[src/sv/cfpp_pkg.sv]
// ----------------------------------------------------------------------------
// cfpp_pkg: shared definitions of the contour farthest-point pair block
// Field widths, parameter defaults and the command and status bundles that
// join the controller and the datapath.
// ----------------------------------------------------------------------------
package cfpp_pkg;

	// Width of every coordinate field on the ports.
	localparam int FIELD_W = 12;

	// Defaults for the top-level parameters.
	localparam int MAX_POINTS_DEF = 1024;
	localparam int COORD_BITS_DEF = 12;

	// Commands from the controller to the datapath.
	typedef struct packed {
		logic load;       // store and sum the point of the accepted transaction
		logic pass_start; // rewind the read address and clear the best distance
		logic issue;      // read one stored point into the distance pipeline
		logic pass_two;   // distances are taken from edge one, not the centroid
		logic latch_e1;   // the best point of pass one becomes edge one
		logic emit;       // load the result register and start a new contour
	} cfpp_cmd_t;

	// Status from the datapath to the controller.
	typedef struct packed {
		logic cnt_zero;   // no point is stored
		logic last_issue; // the read address points at the last stored point
		logic pipe_empty; // no point is in flight in the distance pipeline
		logic out_free;   // the result register can take a new result
	} cfpp_stat_t;

endpackage

[src/sv/cfpp_ctrl.sv]
// ----------------------------------------------------------------------------
// cfpp_ctrl: sequencer of the contour farthest-point pair block
// Steps through loading, the centroid pass, the edge-one pass and the
// hand-off of the result, and commands the datapath accordingly.
// ----------------------------------------------------------------------------
module cfpp_ctrl (
	input  logic                 clk,
	input  logic                 arst_n,
	input  logic                 in_valid,
	input  logic                 last_point,
	input  cfpp_pkg::cfpp_stat_t stat,
	output logic                 in_stall,
	output cfpp_pkg::cfpp_cmd_t  cmd
);

	typedef enum logic [5:0] {
		S_LOAD     = 6'b000001,
		S_P1_RUN   = 6'b000010,
		S_P1_DRAIN = 6'b000100,
		S_P2_RUN   = 6'b001000,
		S_P2_DRAIN = 6'b010000,
		S_EMIT     = 6'b100000
	} state_t;

	state_t state_q;
	state_t state_nxt;

	// Input transactions are taken only while a contour is being loaded.
	assign in_stall = (state_q != S_LOAD);

	// Next state and commands.
	always_comb begin
		state_nxt = state_q;
		cmd       = '0;
		unique case (state_q)
			S_LOAD: begin
				if (in_valid) begin
					cmd.load = 1'b1;
					if (last_point) begin
						cmd.pass_start = 1'b1;
						state_nxt      = S_P1_RUN;
					end
				end
			end
			S_P1_RUN: begin
				if (stat.cnt_zero) begin
					state_nxt = S_EMIT;
				end else begin
					cmd.issue = 1'b1;
					if (stat.last_issue) begin
						state_nxt = S_P1_DRAIN;
					end
				end
			end
			S_P1_DRAIN: begin
				if (stat.pipe_empty) begin
					cmd.latch_e1   = 1'b1;
					cmd.pass_start = 1'b1;
					state_nxt      = S_P2_RUN;
				end
			end
			S_P2_RUN: begin
				cmd.pass_two = 1'b1;
				cmd.issue    = 1'b1;
				if (stat.last_issue) begin
					state_nxt = S_P2_DRAIN;
				end
			end
			S_P2_DRAIN: begin
				cmd.pass_two = 1'b1;
				if (stat.pipe_empty) begin
					state_nxt = S_EMIT;
				end
			end
			S_EMIT: begin
				if (stat.out_free) begin
					cmd.emit  = 1'b1;
					state_nxt = S_LOAD;
				end
			end
			default: begin
				state_nxt = S_LOAD;
			end
		endcase
	end

	// State register.
	always_ff @(posedge clk or negedge arst_n) begin
		if (!arst_n) begin
			state_q <= S_LOAD;
		end else begin
			state_q <= state_nxt;
		end
	end

endmodule

[config.mk]
export PLATFORM = sky130hd
export DESIGN_NAME = cfpp_ctrl
export DESIGN_NICKNAME = d
export VERILOG_FILES = /design/src/sv/cfpp_pkg.sv /design/src/sv/cfpp_ctrl.sv
export SDC_FILE = /design/constraint.sdc
export NUM_CORES = 1
export LEC_CHECK = 0
export BUFFER_PORTS_ARGS = -buffer_cell sky130_fd_sc_hd__buf_4
export CORE_AREA = 2 2 39 41
export CTS_CLUSTER_DIAMETER = 100
export DETAILED_ROUTE_END_ITERATION = 12
export DIE_AREA = 0 0 41 43
export SYNTH_ARGS = -nofsm -noshare
export SYNTH_HDL_FRONTEND = slang
export SYNTH_SLANG_ARGS = --single-unit
[constraint.sdc]
create_clock -name clk -period 2 [get_ports clk]
set_clock_uncertainty 0.2 [all_clocks]
set_input_delay 0.5 -clock clk [delete_from_list [all_inputs] [get_ports clk]]
set_output_delay 0.5 -clock clk [all_outputs]
set_load 0.1 [all_outputs]
==> impl_metrics.env, run 1 <==
export IMPL_reg_top3="state_q (6)"
export IMPL_total_power_w=0.00151
export IMPL_detailedRoute_firstIterationViolations=4
export IMPL_dp_cells=93
export IMPL_worst_endpoint_arrival_ns=1.84
export IMPL_nFillCells=84
export IMPL_hold_viol=0
export IMPL_layout_cells_most_common="sky130_fd_sc_hd__buf_4"
export IMPL_power_leakage_nw=0.446
export IMPL_cts_tree="built"
export IMPL_cts_buffers=3
export IMPL_finalMaxSlewViolations=0
export IMPL_setup_worst_path_class="reg -> out"
export IMPL_critPathRequiredTime_ns=1.30
export IMPL_post_synth_instance_area_um2=457
export IMPL_syn_mean_instance_area_um2=8.95
export IMPL_period_share_pct=127
export IMPL_unrepaired_setup_endpoints_after_global_routing="true"
export IMPL_hp_class="in -> reg"
export IMPL_worst_path_buf_inv=1
export IMPL_die_height_um=43
export IMPL_antenna_cells=0
export IMPL_first_global_vias=616
export IMPL_worstPathCellList="or4_4 -> or3_4 -> nand2_8 -> buf_12"
export IMPL_wl_per_cell_um=18.3
export IMPL_clock_path_buffers=2
export IMPL_globalRoute_totalOverflow=0
export IMPL_critical_path_top_delay_family="simple AND/OR/NAND/NOR gates"
export IMPL_layout_setup_ws_ns=-0.543
export IMPL_initial_utilization_pct=33.0
export IMPL_critical_path_slowest_cell="sky130_fd_sc_hd__or4_4"
export IMPL_route_detailed_vias_per_inst=5.32
export IMPL_clock_tree_htree_level_count=1
export IMPL_fmax_ghz=0.393
export IMPL_place_detailed_hpwl_um=987
export IMPL_post_route_drc_count=0
export IMPL_status="finished, violations left"
export IMPL_die_area_um2=1760
export IMPL_fp_dieW_um=41
export IMPL_syn_inst=51
export IMPL_first_pass_iters=2
export IMPL_grt_max_degree=8
export IMPL_clk_transition_reported_paths_ns=0.05
export IMPL_postPlaceCellArea_um2=728
export IMPL_final_cell_mix="21 x sky130_fd_sc_hd__buf_4, 8 x sky130_fd_sc_hd__buf_12, 7 x sky130_fd_sc_hd__buf_6"
export IMPL_regMostFlops="state_q"
export IMPL_max_reg_flops=6
export IMPL_antenna_found_initial=0
export IMPL_ir_drop_mv=1.11
export IMPL_synth_nets=59
export IMPL_end_kind="output port"
export IMPL_area_delta_synth_final_pct=131
export IMPL_drive_gt1_share_pct=69.7
export IMPL_core_area_um2=1380
export IMPL_final_design_area_no_fill_um2=1060
export IMPL_critical_path_startpoint_type="flip-flop"
export IMPL_final_cells=105
export IMPL_cts_root_buffer="sky130_fd_sc_hd__clkbuf_4"
export IMPL_cpPeakStageDelay_ns=0.53
export IMPL_io_buffers=14
export IMPL_gp_congestion=0.792
export IMPL_failed_checks="setup timing"
export IMPL_route_antenna_remaining_nets=0
export IMPL_worst_path_max_fanout=2
export IMPL_wire_length_of_the_first_global_routing_pass_um=2870
export IMPL_floorplan_rows=14
export IMPL_cellPowerDensity_nw_per_um2=1430
export IMPL_register_area_share_after_synthesis_pct=33.2
export IMPL_synth_lib_cells_used_distinct=31
export IMPL_drt_total_wl_um=1930
export IMPL_slew_headroom_pct=78.4
export IMPL_finish_net_count=98
export IMPL_synth_ff_latch_count=6
export IMPL_design_portCount=15
export IMPL_report_final_setup_viol=10
export IMPL_vias=559
export IMPL_tightest_slew_ns=0.322
export IMPL_track_usage_pct=24.6
export IMPL_ys_warn_count=0
export IMPL_clkLatencyLatePin_ns=0.25
export IMPL_final_min_clock_period_ns=2.54
export IMPL_clock_sinks=6
export IMPL_max_cap_viol_count=0
export IMPL_pre_cts_ws_ns=-0.384
## worst paths after layout
| kind | cells after the start | start | to | slack [ns] |
|---|---|---|---|---|
| min | 2 | stat[2] | state_q[1] | 0.32 |
| min reg2reg | 3 | state_q[5] | state_q[0] | 0.63 |
| max | 4 | state_q[2] | cmd[3] | -0.54 |
| max reg2reg | 9 | state_q[5] | state_q[5] | -0.16 |
| max in group asynchronous | 2 | arst_n | state_q[0] | 1.00 |
| min in group asynchronous | 2 | arst_n | state_q[2] | 0.40 |
## stage by stage
step                hold slack [ns]  utilization, %  TNS (ns)
finish                        0.315            76.3     -2.71
global route                  0.307            76.3     -3.48
CTS                           0.318            72.3     -2.38
detailed placement            0.108            52.6     -1.75
global placement              0.106            52.6     -1.74
floorplan                   0.00441               -     -1.35
## cell families (layout without fill, tap and decap cells)
family	count (synthesis)	in the layout	synth area share, %
buffers and inverters	6	44	9.59
flip-flops	6	6	33.2
XOR/XNOR	1	1	1.92
AND/OR/NAND/NOR	24	24	32.9
AO/OA/AOI/OAI	14	14	22.5
## where the power goes
part           internal, W  switching, W  leakage (nW)
Clock            0.0000759     0.0000486        0.0150
Combinational     0.000539      0.000634         0.353
Sequential        0.000163     0.0000459        0.0784
Total             0.000778      0.000728         0.446
## cell type report
type,count,area (um2),share of cell area (%)
multi-input cells,39,437,41.4
repair buffers,37,407,38.5
flip-flops and latches,6,151,14.3
clock buffers,4,26.3,2.49
well taps,16,20.0,1.90
inverters,3,15.0,1.42
## Yosys cell counts
master	count	area, um2
sky130_fd_sc_hd__buf_6	1	11.3
sky130_fd_sc_hd__a2111o_1	1	11.3
sky130_fd_sc_hd__nand3_1	3	15.0
sky130_fd_sc_hd__nand2_1	4	15.0
sky130_fd_sc_hd__nor2_1	2	7.51
sky130_fd_sc_hd__clkbuf_4	1	7.51
sky130_fd_sc_hd__nor2b_1	2	12.5
sky130_fd_sc_hd__or3b_2	1	8.76
sky130_fd_sc_hd__clkbuf_8	1	13.8
sky130_fd_sc_hd__o32ai_1	1	8.76
sky130_fd_sc_hd__dfrtp_1	5	125
sky130_fd_sc_hd__o21a_1	1	7.51
sky130_fd_sc_hd__nand2b_1	1	6.26
sky130_fd_sc_hd__nor3_1	1	5.00
sky130_fd_sc_hd__a21oi_2	1	8.76
sky130_fd_sc_hd__or3_4	1	11.3
sky130_fd_sc_hd__a21oi_1	1	5.00
sky130_fd_sc_hd__inv_1	3	11.3
sky130_fd_sc_hd__nand3b_1	2	15.0
sky130_fd_sc_hd__nand4b_1	1	8.76
sky130_fd_sc_hd__dfstp_2	1	26.3
sky130_fd_sc_hd__and4_1	1	8.76
sky130_fd_sc_hd__xnor2_1	1	8.76
sky130_fd_sc_hd__a41oi_1	2	17.5
sky130_fd_sc_hd__o22ai_1	1	6.26
sky130_fd_sc_hd__o31ai_1	2	15.0
sky130_fd_sc_hd__o21ai_0	3	15.0
sky130_fd_sc_hd__or4_4	1	11.3
sky130_fd_sc_hd__nor4_1	3	18.8
sky130_fd_sc_hd__and3_1	1	6.26
sky130_fd_sc_hd__a21boi_0	1	7.51
## per-layer routing
metal  GRT usage, %  part of all wire (%)  vias to the layer above
li1               -                     -                      279
met1           31.5                    43                      271
met2           40.3                    55                        9
met3           5.76                   2.1                        0
met4           5.33                     0                        0
met5              0                     0                        -
## worst reg2reg max path, cell delays in order, from the launching register on
cell,delay (ns)
sky130_fd_sc_hd__dfrtp_1,0.40
sky130_fd_sc_hd__buf_6,0.15
sky130_fd_sc_hd__nor4_4,0.25
sky130_fd_sc_hd__buf_4,0.17
sky130_fd_sc_hd__nand3b_1,0.15
sky130_fd_sc_hd__buf_4,0.18
sky130_fd_sc_hd__buf_4,0.13
sky130_fd_sc_hd__buf_6,0.11
sky130_fd_sc_hd__a21boi_0,0.11
sky130_fd_sc_hd__o31ai_1,0.21
## repair_timing
action,in CTS,in global routing
buffers inserted,6,2
endpoints found under the hold margin,5,0
setup endpoints to repair,12,12
gates resized for setup,38,8
pin swaps,7,4
hold buffers,1,0
Power figures use the tool's default switching activity.
==> inputs of run 2 (changes only) <==
--- a/config.mk
+++ b/config.mk
@@ -10,6 +10,8 @@
 export CTS_CLUSTER_DIAMETER = 100
 export DETAILED_ROUTE_END_ITERATION = 12
 export DIE_AREA = 0 0 41 43
+export REMOVE_ABC_BUFFERS = 1
+export SLEW_MARGIN = 25
 export SYNTH_ARGS = -nofsm -noshare
 export SYNTH_HDL_FRONTEND = slang
 export SYNTH_SLANG_ARGS = --single-unit
==> run 2 against run 1 <==
Net effect: the flow still finishes with violations (setup timing); sequential share of layout area increased by 3.0 points; utilization decreased by 13 points; combinational power decreased by 17%; die area unchanged; clock-buffer cell count unchanged; global-route usage decreased by 7.0 points; first-iteration DRC count increased by 75%; worst hold slack got worse by 0.056 ns; via count decreased by 5.0%; sequential power decreased by 5%; fmax increased by 1.7%; flip-flop and latch count unchanged; critical endpoint unchanged; largest cell class unchanged.
==> impl_metrics.env, run 2 (synthesis gave the netlist of run 1 again) <==
export IMPL_route_detailed_vias_per_inst=5.42
export IMPL_finalMaxSlewViolations=0
export IMPL_track_usage_pct=17.6
export IMPL_area_delta_synth_final_pct=91.2
export IMPL_cellPowerDensity_nw_per_um2=1480
export IMPL_design_portCount=15
export IMPL_detailedRoute_firstIterationViolations=7
export IMPL_floorplan_rows=14
export IMPL_wire_length_of_the_first_global_routing_pass_um=2130
export IMPL_max_cap_viol_count=0
export IMPL_gp_congestion=0.759
export IMPL_route_antenna_remaining_nets=0
export IMPL_post_route_drc_count=0
export IMPL_clk_transition_reported_paths_ns=0.05
export IMPL_fmax_ghz=0.400
export IMPL_end_kind="output port"
export IMPL_antenna_found_initial=0
export IMPL_failed_checks="setup timing"
export IMPL_io_buffers=14
export IMPL_die_area_um2=1760
export IMPL_worst_endpoint_arrival_ns=1.80
export IMPL_critPathRequiredTime_ns=1.30
export IMPL_cts_buffers=3
export IMPL_postPlaceCellArea_um2=647
export IMPL_clkLatencyLatePin_ns=0.24
export IMPL_max_reg_flops=6
export IMPL_power_leakage_nw=0.387
export IMPL_finish_net_count=91
export IMPL_grt_max_degree=9
export IMPL_report_final_setup_viol=8
export IMPL_layout_setup_ws_ns=-0.501
export IMPL_final_min_clock_period_ns=2.50
export IMPL_regMostFlops="state_q"
export IMPL_cts_root_buffer="sky130_fd_sc_hd__clkbuf_4"
export IMPL_drive_gt1_share_pct=59.8
export IMPL_met1_track_demand_over_resource_pct=23.2
export IMPL_grtUsageMet2_pct=29.7
export IMPL_first_pass_iters=4
export IMPL_slew_headroom_pct=85.1
export IMPL_clock_path_buffers=2
export IMPL_initial_utilization_pct=33.0
export IMPL_place_detailed_hpwl_um=921
export IMPL_total_power_w=0.00129
export IMPL_fp_dieW_um=41
export IMPL_hp_class="in -> reg"
export IMPL_wl_per_cell_um=15.0
export IMPL_worstPathCellList="or4_4 -> or3_4 -> nand2_4 -> buf_12"
export IMPL_final_design_area_no_fill_um2=873
export IMPL_clock_tree_htree_level_count=1
export IMPL_die_height_um=43
export IMPL_global_route_peak_usage_layer="met2"
export IMPL_unrepaired_setup_endpoints_after_global_routing="true"
export IMPL_reg_top3="state_q (6)"
export IMPL_status="finished, violations left"
export IMPL_drt_total_wl_um=1470
export IMPL_antenna_cells=0
export IMPL_met3_routing_resource_usage_after_global_routing_pct=1.57
export IMPL_final_cell_mix="19 x sky130_fd_sc_hd__buf_4, 7 x sky130_fd_sc_hd__buf_12, 5 x sky130_fd_sc_hd__dfrtp_1"
export IMPL_hold_viol=0
export IMPL_worst_path_max_fanout=2
export IMPL_globalRoute_totalOverflow=0
export IMPL_core_area_um2=1380
export IMPL_setup_worst_path_class="reg -> out"
export IMPL_critical_path_startpoint_type="flip-flop"
export IMPL_layout_cells_most_common="sky130_fd_sc_hd__buf_4"
export IMPL_critical_path_slowest_cell="sky130_fd_sc_hd__or4_4"
export IMPL_nFillCells=119
export IMPL_period_share_pct=125
export IMPL_cts_tree="built"
export IMPL_cpPeakStageDelay_ns=0.53
export IMPL_clock_sinks=6
export IMPL_ir_drop_mv=0.962
export IMPL_tightest_slew_ns=0.221
export IMPL_first_global_vias=487
export IMPL_vias=531
[run 2: cell count changes in the layout (fill, tap and decap cells not counted), sizes merged]
cell	change
buf	-7
inv	+1
clkinvlp	-1
[run 2: worst max-delay path: cells and delay by family (launching register included)]
family | cells | cell delay, ns
AND/OR/NAND/NOR | 3 | 1.01
flip-flops | 1 | 0.37
buffers and inverters | 1 | 0.17
[run 2: through the flow]
stage	setup TNS (ns)	worst slack [ns]	util, %	hold slack (ns)	std cells
2_1_floorplan	-4.72	-2.53	-	0.00441	48
3_3_place_gp	-1.02	-0.314	46.7	0.106	91
3_5_place_dp	-0.956	-0.326	46.7	0.108	91
4_1_cts	-2.27	-0.503	60.3	0.267	98
5_1_grt	-2.93	-0.548	63.1	0.256	98
6_report	-2.40	-0.501	63.1	0.259	98
[run 2: layer usage]
metal | vias up | wire length (um)
met4 | 0 | 0
met5 | - | 0
met1 | 265 | 625
met3 | 0 | 30
met2 | 8 | 811
li1 | 258 | -
[run 2: final timing paths]
| check | start | cells after the start | endpoint | slack, ns |
|---|---|---|---|---|
| max | state_q[5] | 4 | cmd[3] | -0.50 |
| min | stat[1] | 2 | state_q[4] | 0.26 |
| max reg2reg | state_q[5] | 5 | state_q[5] | -0.02 |
| min reg2reg | state_q[5] | 3 | state_q[0] | 0.57 |
| max in group asynchronous | arst_n | 2 | state_q[0] | 1.00 |
| min in group asynchronous | arst_n | 2 | state_q[3] | 0.39 |
[run 2: layout make-up]
class | count | area, um2 | area share (%)
sequential | 6 | 151 | 17.3
timing repair buffer | 30 | 327 | 37.4
clock buffer | 4 | 26.3 | 3.01
multi-input combinational | 39 | 338 | 38.7
inverter | 3 | 11.3 | 1.29
tap | 16 | 20.0 | 2.29
[run 2: repair_timing]
action                                  4_1_cts  5_1_grt
endpoints found under the setup margin        9       11
gates cloned                                  0        0
hold buffers                                  1        0
pin swaps                                     6        0
gates resized for setup                      33        7
hold endpoints to repair                      5        0
setup buffers                                 2        0
[run 2: report_power, final]
part           switching [W]  internal, W  total, W
sequential         0.0000349     0.000164  0.000199
combinational       0.000538     0.000435  0.000973
clock              0.0000464    0.0000757  0.000122
